==> src/ptt_pkg.sv <==
// Shared types, request codes and constants of the timer table.
package ptt_pkg;

  localparam int unsigned NUM_TIMERS_DEF = 16;
  localparam int unsigned ID_SPACE       = 16;

  localparam int unsigned REQ_W    = 3;
  localparam int unsigned ID_W     = 4;
  localparam int unsigned PERIOD_W = 32;
  localparam int unsigned TIME_W   = 64;
  localparam int unsigned SCALE_W  = 10;
  localparam int unsigned SPAN_W   = PERIOD_W + SCALE_W;

  localparam logic [SCALE_W-1:0] MS_TO_US = SCALE_W'(1000);

  localparam logic [REQ_W-1:0] REQ_CREATE = 3'd0;
  localparam logic [REQ_W-1:0] REQ_DELETE = 3'd1;
  localparam logic [REQ_W-1:0] REQ_START  = 3'd2;
  localparam logic [REQ_W-1:0] REQ_STOP   = 3'd3;
  localparam logic [REQ_W-1:0] REQ_TICK   = 3'd4;

  typedef struct packed {
    logic [REQ_W-1:0]    req_type;
    logic [ID_W-1:0]     slot_id;
    logic [PERIOD_W-1:0] period_ms;
    logic                fire_once;
    logic [TIME_W-1:0]   now_us;
  } ptt_req_t;

  typedef struct packed {
    logic            status;
    logic            fired;
    logic [ID_W-1:0] result_id;
    logic            last;
  } ptt_res_t;

  typedef struct packed {
    logic                fire_once;
    logic [PERIOD_W-1:0] period;
    logic [TIME_W-1:0]   deadline;
  } ptt_slot_t;

endpackage

==> src/ptt_if.sv <==
// Request and result channel interfaces of the timer table.
interface ptt_req_if;
  logic                          valid;
  logic                          ready;
  logic [ptt_pkg::REQ_W-1:0]     req_type;
  logic [ptt_pkg::ID_W-1:0]      slot_id;
  logic [ptt_pkg::PERIOD_W-1:0]  period_ms;
  logic                          fire_once;
  logic [ptt_pkg::TIME_W-1:0]    now_us;

  modport source (output valid, req_type, slot_id, period_ms, fire_once, now_us,
                  input ready);
  modport sink   (input valid, req_type, slot_id, period_ms, fire_once, now_us,
                  output ready);
endinterface

interface ptt_res_if;
  logic                      valid;
  logic                      ready;
  logic                      status;
  logic                      fired;
  logic [ptt_pkg::ID_W-1:0]  result_id;
  logic                      last;

  modport source (output valid, status, fired, result_id, last, input ready);
  modport sink   (input valid, status, fired, result_id, last, output ready);
endinterface

==> src/ptt_mem.sv <==
// Slot store: one-shot flag, period and deadline, one write and one registered read port.
module ptt_mem #(
  parameter int unsigned DEPTH = ptt_pkg::NUM_TIMERS_DEF
) (
  input  logic                                       clk_i,
  input  logic                                       we_i,
  input  logic [((DEPTH > 1) ? $clog2(DEPTH) : 1)-1:0] waddr_i,
  input  ptt_pkg::ptt_slot_t                         wdata_i,
  input  logic                                       re_i,
  input  logic [((DEPTH > 1) ? $clog2(DEPTH) : 1)-1:0] raddr_i,
  output ptt_pkg::ptt_slot_t                         rdata_o
);
  import ptt_pkg::*;

  ptt_slot_t mem_q [DEPTH];
  ptt_slot_t rdata_q;

  always_ff @(posedge clk_i) begin
    if (we_i) begin
      mem_q[waddr_i] <= wdata_i;
    end
  end

  always_ff @(posedge clk_i) begin
    if (re_i) begin
      rdata_q <= mem_q[raddr_i];
    end
  end

  assign rdata_o = rdata_q;

endmodule

==> src/ptt_calc.sv <==
// Shared deadline unit: registered period scaling, saturating add, expiry compare.
module ptt_calc (
  input  logic                          clk_i,
  input  logic                          mul_en_i,
  input  logic [ptt_pkg::PERIOD_W-1:0]  period_i,
  input  logic [ptt_pkg::TIME_W-1:0]    now_i,
  input  logic [ptt_pkg::TIME_W-1:0]    deadline_i,
  output logic [ptt_pkg::TIME_W-1:0]    sum_o,
  output logic                          reached_o
);
  import ptt_pkg::*;

  logic [SPAN_W-1:0]   span_q;
  logic [TIME_W:0]     sum_full;

  always_ff @(posedge clk_i) begin
    if (mul_en_i) begin
      span_q <= SPAN_W'(period_i) * SPAN_W'(MS_TO_US);
    end
  end

  // saturate on carry out
  assign sum_full  = {1'b0, now_i} + (TIME_W + 1)'(span_q);
  assign sum_o     = sum_full[TIME_W] ? {TIME_W{1'b1}} : sum_full[TIME_W-1:0];
  assign reached_o = (now_i >= deadline_i);

endmodule

==> src/periodic_one_shot_timer_table_unit.sv <==
// Top level of the timer table: request sequencer, slot flags and result register.
//
// Use: requests enter on req_i (valid/ready), results leave on res_o (valid/ready).
// Each request is one item carrying the current time in microseconds. The block
// takes one request at a time; req_i.ready is high only while the sequencer idles.
// Create, delete, stop and undefined codes each give one result.
// Start gives one result; for a known slot it first scales the period in
// the shared multiplier, then adds it to the time and writes the deadline.
// A tick walks the slots one at a time through the single slot-store read port
// and the shared deadline unit, and yields one result per expired slot, in
// ascending id order, or one quiet result.
// Results sit in an output register; a stalled receiver holds the sequencer
// at the step that needs to hand over the next result, nothing is dropped.
// Reset clears the slot valid and armed flags and the control state; the slot
// store needs no clearing pass, since a tick uses only entries of armed slots
// and start writes the entry as it arms it. After reset the block is ready at once.
module periodic_one_shot_timer_table_unit #(
  parameter int unsigned NUM_TIMERS = ptt_pkg::NUM_TIMERS_DEF
) (
  input  logic       clk_i,
  input  logic       rst_ni,
  ptt_req_if.sink    req_i,
  ptt_res_if.source  res_o
);
  import ptt_pkg::*;

  localparam int unsigned N  = (NUM_TIMERS < ID_SPACE) ? NUM_TIMERS : ID_SPACE;
  localparam int unsigned IW = (N > 1) ? $clog2(N) : 1;

  localparam logic [2:0] S_IDLE = 3'd0;
  localparam logic [2:0] S_EXEC = 3'd1;
  localparam logic [2:0] S_ADD  = 3'd2;
  localparam logic [2:0] S_RD   = 3'd3;
  localparam logic [2:0] S_CHK  = 3'd4;
  localparam logic [2:0] S_UPD  = 3'd5;
  localparam logic [2:0] S_END  = 3'd6;

  logic [2:0]    state_q, state_d;
  ptt_req_t      req_q;
  logic [N-1:0]  valid_q, valid_d;
  logic [N-1:0]  armed_q, armed_d;
  logic [IW-1:0] idx_q, idx_d;
  logic [IW-1:0] pend_id_q, pend_id_d;
  logic          pend_q, pend_d;
  logic          fire_q, fire_d;

  ptt_res_t      out_q;
  logic          out_valid_q;
  logic          out_free;
  logic          push;
  ptt_res_t      push_res;

  logic          accept;
  logic [IW-1:0] id_idx;
  logic          known;
  logic          free_found;
  logic [IW-1:0] free_idx;

  logic          mul_en;
  logic          sel_req;
  logic [TIME_W-1:0] sum;
  logic          reached;

  logic          mem_we;
  logic          mem_re;
  logic [IW-1:0] mem_waddr;
  ptt_slot_t     mem_wdata;
  ptt_slot_t     mem_rdata;

  assign req_i.ready = (state_q == S_IDLE);
  assign accept      = req_i.valid && req_i.ready;

  assign id_idx = req_q.slot_id[IW-1:0];
  assign known  = ({1'b0, req_q.slot_id} < (ID_W + 1)'(N)) && valid_q[id_idx];

  // lowest free slot
  always_comb begin
    free_found = 1'b0;
    free_idx   = '0;
    for (int i = N - 1; i >= 0; i--) begin
      if (!valid_q[i]) begin
        free_found = 1'b1;
        free_idx   = IW'(i);
      end
    end
  end

  ptt_calc u_calc (
    .clk_i      (clk_i),
    .mul_en_i   (mul_en),
    .period_i   (sel_req ? req_q.period_ms : mem_rdata.period),
    .now_i      (req_q.now_us),
    .deadline_i (mem_rdata.deadline),
    .sum_o      (sum),
    .reached_o  (reached)
  );

  ptt_mem #(.DEPTH(N)) u_mem (
    .clk_i   (clk_i),
    .we_i    (mem_we),
    .waddr_i (mem_waddr),
    .wdata_i (mem_wdata),
    .re_i    (mem_re),
    .raddr_i (idx_q),
    .rdata_o (mem_rdata)
  );

  assign out_free = !out_valid_q || res_o.ready;

  always_comb begin
    state_d   = state_q;
    valid_d   = valid_q;
    armed_d   = armed_q;
    idx_d     = idx_q;
    pend_d    = pend_q;
    pend_id_d = pend_id_q;
    fire_d    = fire_q;
    push      = 1'b0;
    push_res  = '{status: 1'b0, fired: 1'b0, result_id: '0, last: 1'b1};
    mul_en    = 1'b0;
    sel_req   = 1'b0;
    mem_we    = 1'b0;
    mem_re    = 1'b0;
    mem_waddr = idx_q;
    mem_wdata = '{fire_once: mem_rdata.fire_once, period: mem_rdata.period, deadline: sum};

    unique case (state_q)
      S_IDLE: begin
        if (accept) begin
          state_d = S_EXEC;
        end
      end
      S_EXEC: begin
        unique case (req_q.req_type)
          REQ_CREATE: begin
            if (out_free) begin
              push               = 1'b1;
              push_res.status    = !free_found;
              push_res.result_id = free_found ? ID_W'(free_idx) : '0;
              if (free_found) begin
                valid_d[free_idx] = 1'b1;
                armed_d[free_idx] = 1'b0;
              end
              state_d = S_IDLE;
            end
          end
          REQ_DELETE, REQ_STOP: begin
            if (out_free) begin
              push            = 1'b1;
              push_res.status = !known;
              if (known) begin
                armed_d[id_idx] = 1'b0;
                if (req_q.req_type == REQ_DELETE) begin
                  valid_d[id_idx] = 1'b0;
                end
              end
              state_d = S_IDLE;
            end
          end
          REQ_START: begin
            if (known) begin
              mul_en  = 1'b1;
              sel_req = 1'b1;
              state_d = S_ADD;
            end else if (out_free) begin
              push            = 1'b1;
              push_res.status = 1'b1;
              state_d         = S_IDLE;
            end
          end
          REQ_TICK: begin
            idx_d   = '0;
            pend_d  = 1'b0;
            state_d = S_RD;
          end
          default: begin
            if (out_free) begin
              push            = 1'b1;
              push_res.status = 1'b1;
              state_d         = S_IDLE;
            end
          end
        endcase
      end
      S_ADD: begin
        if (out_free) begin
          mem_we          = 1'b1;
          mem_waddr       = id_idx;
          mem_wdata       = '{fire_once: req_q.fire_once, period: req_q.period_ms,
                              deadline: sum};
          armed_d[id_idx] = 1'b1;
          push            = 1'b1;
          state_d         = S_IDLE;
        end
      end
      S_RD: begin
        mem_re  = 1'b1;
        state_d = S_CHK;
      end
      S_CHK: begin
        mul_en  = 1'b1;
        fire_d  = valid_q[idx_q] && armed_q[idx_q] && reached;
        state_d = S_UPD;
      end
      S_UPD: begin
        // hold while an earlier fired item still needs the output register
        if (!fire_q || !pend_q || out_free) begin
          if (fire_q) begin
            if (pend_q) begin
              push     = 1'b1;
              push_res = '{status: 1'b0, fired: 1'b1, result_id: ID_W'(pend_id_q),
                           last: 1'b0};
            end
            if (mem_rdata.fire_once) begin
              armed_d[idx_q] = 1'b0;
            end else begin
              mem_we = 1'b1;
            end
            pend_d    = 1'b1;
            pend_id_d = idx_q;
          end
          if (idx_q == IW'(N - 1)) begin
            state_d = S_END;
          end else begin
            idx_d   = idx_q + 1'b1;
            state_d = S_RD;
          end
        end
      end
      S_END: begin
        if (out_free) begin
          push = 1'b1;
          if (pend_q) begin
            push_res = '{status: 1'b0, fired: 1'b1, result_id: ID_W'(pend_id_q),
                         last: 1'b1};
          end
          state_d = S_IDLE;
        end
      end
      default: begin
        state_d = S_IDLE;
      end
    endcase
  end

  always_ff @(posedge clk_i or negedge rst_ni) begin
    if (!rst_ni) begin
      state_q     <= S_IDLE;
      valid_q     <= '0;
      armed_q     <= '0;
      pend_q      <= 1'b0;
      out_valid_q <= 1'b0;
    end else begin
      state_q     <= state_d;
      valid_q     <= valid_d;
      armed_q     <= armed_d;
      pend_q      <= pend_d;
      out_valid_q <= push || (out_valid_q && !res_o.ready);
    end
  end

  always_ff @(posedge clk_i) begin
    idx_q     <= idx_d;
    pend_id_q <= pend_id_d;
    fire_q    <= fire_d;
    if (accept) begin
      req_q <= '{req_type: req_i.req_type, slot_id: req_i.slot_id,
                 period_ms: req_i.period_ms, fire_once: req_i.fire_once,
                 now_us: req_i.now_us};
    end
    if (push) begin
      out_q <= push_res;
    end
  end

  assign res_o.valid     = out_valid_q;
  assign res_o.status    = out_q.status;
  assign res_o.fired     = out_q.fired;
  assign res_o.result_id = out_q.result_id;
  assign res_o.last      = out_q.last;

endmodule

==> src/flat_wrapper.sv <==
// flat-port wrapper written by rule: the top's interface ports become plain ports
module periodic_one_shot_timer_table_unit_flat import ptt_pkg::*;
#(
  parameter int unsigned NUM_TIMERS = ptt_pkg::NUM_TIMERS_DEF
)
  (clk_i, rst_ni, req_i_valid, req_i_req_type, req_i_slot_id, req_i_period_ms, req_i_fire_once, req_i_now_us, req_i_ready, res_o_valid, res_o_status, res_o_fired, res_o_result_id, res_o_last, res_o_ready);
  ptt_req_if req_i_i ();
  ptt_res_if res_o_i ();
  input  logic clk_i;
  input  logic rst_ni;
  input wire logic [$bits(req_i_i.valid)-1:0] req_i_valid;
  input wire logic [$bits(req_i_i.req_type)-1:0] req_i_req_type;
  input wire logic [$bits(req_i_i.slot_id)-1:0] req_i_slot_id;
  input wire logic [$bits(req_i_i.period_ms)-1:0] req_i_period_ms;
  input wire logic [$bits(req_i_i.fire_once)-1:0] req_i_fire_once;
  input wire logic [$bits(req_i_i.now_us)-1:0] req_i_now_us;
  output wire logic [$bits(req_i_i.ready)-1:0] req_i_ready;
  output wire logic [$bits(res_o_i.valid)-1:0] res_o_valid;
  output wire logic [$bits(res_o_i.status)-1:0] res_o_status;
  output wire logic [$bits(res_o_i.fired)-1:0] res_o_fired;
  output wire logic [$bits(res_o_i.result_id)-1:0] res_o_result_id;
  output wire logic [$bits(res_o_i.last)-1:0] res_o_last;
  input wire logic [$bits(res_o_i.ready)-1:0] res_o_ready;
  assign req_i_i.valid = req_i_valid;
  assign req_i_i.req_type = req_i_req_type;
  assign req_i_i.slot_id = req_i_slot_id;
  assign req_i_i.period_ms = req_i_period_ms;
  assign req_i_i.fire_once = req_i_fire_once;
  assign req_i_i.now_us = req_i_now_us;
  assign req_i_ready = req_i_i.ready;
  assign res_o_valid = res_o_i.valid;
  assign res_o_status = res_o_i.status;
  assign res_o_fired = res_o_i.fired;
  assign res_o_result_id = res_o_i.result_id;
  assign res_o_last = res_o_i.last;
  assign res_o_i.ready = res_o_ready;
  periodic_one_shot_timer_table_unit #(.NUM_TIMERS(NUM_TIMERS)) u_core (.clk_i(clk_i), .rst_ni(rst_ni), .req_i(req_i_i), .res_o(res_o_i));
endmodule
==> config.mk <==
export PLATFORM = sky130hd
export DESIGN_NAME = periodic_one_shot_timer_table_unit_flat
export DESIGN_NICKNAME = d
export VERILOG_FILES = /design/src/ptt_pkg.sv /design/src/ptt_if.sv /design/src/ptt_mem.sv /design/src/ptt_calc.sv /design/src/periodic_one_shot_timer_table_unit.sv /design/src/flat_wrapper.sv
export SDC_FILE = /design/constraint.sdc
export NUM_CORES = 2
export LEC_CHECK = 0
export BUFFER_PORTS_ARGS = -buffer_cell sky130_fd_sc_hd__buf_4
export CORE_MARGIN = 3
export CORE_UTILIZATION = 55
export CTS_BUF_LIST = sky130_fd_sc_hd__clkbuf_8
export DETAILED_ROUTE_END_ITERATION = 8
export HOLD_SLACK_MARGIN = 0.05
export PLACE_DENSITY = 0.83
export SYNTH_ARGS = -nofsm -noshare
export SYNTH_HDL_FRONTEND = slang
export SYNTH_SLANG_ARGS = --single-unit
==> constraint.sdc <==
create_clock -name clk_i -period 8.3 [get_ports clk_i]
set_input_delay 1.245 -clock clk_i [delete_from_list [all_inputs] [get_ports clk_i]]
set_output_delay 1.245 -clock clk_i [all_outputs]
set_load 0.01 [all_outputs]
==> impl_results.md <==
* Sequential power share at between 40% and 50%
* R2r setup slk at 520 ps
* DR iter-0 viols at between 5000 and 6000
* Max Cap Viol at 0
* GRT Util Overall at between 20% and 30%
* Filler cells at between 9000 and 10000
* Clock period minus worst slack at 7780 ps
* Final Net Count at between 4000 and 5000
* Top FF cell, synth: edfxtp_1
* Most area-consuming cells after synthesis: edfxtp_1, mux4_2, ha_1, fa_1, dfrtp_1
* Seq/Total Area, Yosys at between 60% and 70%
* Clock Latency Late Sink at between 1000 and 1500 ps
* CTS tree: done
* Period Utilization, post-route at around 94%
* Clk buf depth at 4
* PortBufs at roughly 120
* Worst-Margin Slew at 1230 ps
* Setup crit start: u_core.id_idx[0]$_DFFE_PP_
* Vert. Die Dim at about 390 um
* Synthesis Warnings at 0
* Ports at around 120
* Commonest cells post-synth: edfxtp_1, mux4_2, nand2_1, inv_1, ha_1
* Die area at 148000 um2
* Initial Util at between 50 and 60%
* Mapped Cells at approximately 4200
* Lkg Pwr at roughly 30 nW
* H-tree lvl count at 5
* Vias at around 42000
* Largest net degree at the start of global routing at between 100 and 150
* Fmax at 129 MHz
* CTS buffer count at between 300 and 400
* Status: finished, final reports clean
* Combinational Power Share at about a third
* Core Area at between 100000 and 150000 um2
* Routed length per placed instance at about 28 um
* First-pass iteration count of the detailed router at 7
* Crit path launch type: flip-flop
* Sequential cell area at between 50000 and 60000 um2
* First-pass GRT wire length at about 280 mm
* Slew margin rel. at a little under a fifth
* Syn nets at ~4600
* Int Power at around 20 mW
* Rows at approximately 140
* Arr. time, crit path at between 8000 and 9000 ps
* Final TNS setup at 0 ps
* DR DRC count at 0
* Hold Vio Cnt, Final at 0
* Worst vdd rail ir drop at between 200 and 300 uV
* Die Width at about 390 um
* Beginning of the worst register-to-register path: u_core.id_idx[0]$_DFFE_PP_
* Mapped cell area at roughly 79000 um2
* CP delay by family, top: compound AO/OA/AOI/OAI gates
* Via density at ~6.4
* Dpl hpwl at ~110 mm
* Crit path buffers/inverters at 3
* Critical Path RT at approximately 9000 ps
* CTS root buffer: clkbuf_8
* Clk_skew at just over 80 ps
* Post-CTS setup buffers at 0
* Syn-to-layout area delta at 11.4%
* Asr flop ratio synth at under 10%
* Switching part of the total at between 30% and 40%
* CTS sink count at 1845
* CP dominant cell by count: fa_1
* Yosys top cell area share at between 60% and 70%
* Area of the multi-input gates at about 23000 um2
* EDFF count, synth at 1808
* Layout cell share with drive strength beyond 1 at between 20% and 30%
* Area leader, netlist: edfxtp_1
* Slew Viols, Final at 0
* Synthesized area per cell at approximately 19 um2
* Drt total wl at 186 mm
* Worst min path class: in -> async
* CTS clk-pin slew, worst paths at approximately 60 ps
* Overall Power at approximately 30 mW
* P per Cell Area at roughly 340 nW/um2
* Crit path cell chain: mux4_2, mux4_2, nand2b_1, nor2_1, nand2_4, buf_4, mux2i_1, inv_1, ha_1, a21oi_1, fa_1, fa_1, fa_1, inv_1, ha_1, a21oi_1, nand2_1, o311a_1, o21a_1, a211oi_1, o21bai_1, a21o_1, o41a_1, xnor2_1
* FF+latch count, synth at roughly 1800
* Critical Path Max Stage Delay at approximately 560 ps
* Synth unique cells at 74
* GP Congestion at ~0.90
* RSZ-0062 raised after global routing: false
* Gr ovfl total at 0
* CP endpoint kind: flip-flop
* Initial antenna violation count at 3
* Vias in the first global route at 43700
* CP Class: reg -> reg
* Worst path slowest cell: mux4_2
* Clock power frac at 24.6%
* Final ANT Viol Nets at 0
* Critical path peak fanout at 19
* Most common cell in the netlist: edfxtp_1
* Switch Pwr at ~9.7 mW
* # setup viols final at 0
-- power by group through the flow --
stage	Combinational [mW]	Clock [mW]	Sequential (mW)
4_1_cts	9.39	7.40	12.9
2_1_floorplan	6.93	0	12.8
5_1_grt	10.5	7.82	12.9
3_5_place_dp	9.33	0	13.0
6_report	9.46	7.29	12.9
3_3_place_gp	8.96	0	13.0
-- registers in the layout (all words and copies together), names as in the netlist --
register	cells
u_core.pend_id_q	4
u_core.res_o.last	1
u_core.res_o.result_id	4
u_core.state_q	3
u_core.res_o.status	1
u_core.valid_q	16
u_core.fire_q	1
u_core.req_q	100
u_core.id_idx	4
u_core.pend_q	1
u_core.armed_q	16
u_core.u_calc.span_q	39
u_core.u_mem.mem_q	1552
u_core.idx_q	4
u_core.res_o.valid	1
u_core.u_mem.rdata_o	97
u_core.res_o.fired	1
-- layer usage --
metal | vias to the layer above | share of wire (%) | GRT usage (%)
met1 | 21600 | 37 | 34.4
li1 | 17500 | - | -
met4 | 0 | 3.8 | 10.1
met5 | - | 0 | 0
met2 | 2737 | 48 | 40.3
met3 | 502 | 11 | 6.50
-- per-stage QoR --
step	std cells	setup WS, ps	utilization, %	hold slack (ps)	area (um2)
final	6635	519	62.0	214	88100
after global placement	6122	624	58.2	497	82600
after global routing	6635	93.2	62.0	197	88100
after detailed placement	6122	446	58.2	513	82600
after CTS	6632	373	62.0	151	88100
after floorplan	4190	1050	-	424	79100
-- layout make-up --
type | count | area share (%)
Antenna cell | 3 | 0.00852
Clock buffer | 310 | 4.84
Clock inverter | 200 | 1.33
Inverter | 218 | 0.929
Multi-Input combinational cell | 1963 | 25.6
Sequential cell | 1845 | 62.7
Tap cell | 1890 | 2.68
Timing Repair Buffer | 206 | 1.93
-- worst register-to-register path, stage by stage, from the launching register on --
cell and delay, ps:
edfxtp_1 510, mux4_2 560, mux4_2 500, nand2b_1 110
nor2_1 110, nand2_4 280, buf_4 360, mux2i_1 440
inv_1 180, ha_1 210, a21oi_1 180, fa_1 450
fa_1 490, fa_1 510, inv_1 40, ha_1 370
a21oi_1 260, nand2_1 80, o311a_1 370, o21a_1 260
a211oi_1 360, o21bai_1 170, a21o_1 220, o41a_1 340
xnor2_1 140
-- worst paths after layout --
kind	to	cells past startpoint
max in group asynchronous	u_core.armed_q[8]$_DFFE_PN0P_	1
min in group clk_i	u_core.req_q[63]$_DFFE_PP_	1
min reg2reg	u_core.res_o.result_id[3]$_DFFE_PP_	2
max	u_core.u_calc.span_q[41]$_DFFE_PP_	24
max reg2reg	u_core.u_calc.span_q[41]$_DFFE_PP_	24
min	u_core.valid_q[10]$_DFFE_PN0P_	1
-- timing repair --
| action | in CTS | in global routing |
|---|---|---|
| setup endpoints to repair | 0 | 4 |
| hold buffers | 0 | 0 |
| gates resized for setup | 0 | 2 |
-- cells in the final DEF (no fill, tap or decap), types with 37 or more instances in the layout --
| cell | netlist | final |
|---|---|---|
| a21o_1 | 55 | 54 |
| a21oi_1 | 116 | 116 |
| buf_4 | 4 | 194 |
| clkbuf_8 | 0 | 310 |
| clkinv_1 | 1 | 68 |
| dfrtp_1 | 37 | 37 |
| edfxtp_1 | 1808 | 1808 |
| fa_1 | 95 | 95 |
| ha_1 | 175 | 175 |
| inv_1 | 216 | 290 |
| mux4_2 | 490 | 490 |
| nand2_1 | 239 | 238 |
| nand3_1 | 42 | 42 |
| nor2_1 | 100 | 82 |
| o21ai_0 | 102 | 101 |
| xnor2_1 | 81 | 81 |
| xor2_1 | 40 | 40 |
-- cell families (layout without fill, tap and decap cells) --
group / after synthesis / count (layout) / synth area share [%]
xor+xnor: 121 / 121 / 1.34
other cells: 0 / 3 / 0
buf+inv: 382 / 934 / 1.88
fa+ha+maj: 287 / 287 / 5.39
compound gates: 435 / 435 / 3.55
simple gates: 585 / 585 / 3.49
flops: 1845 / 1845 / 69.8
mux: 535 / 535 / 14.5
Power figures use the tool's default switching activity.
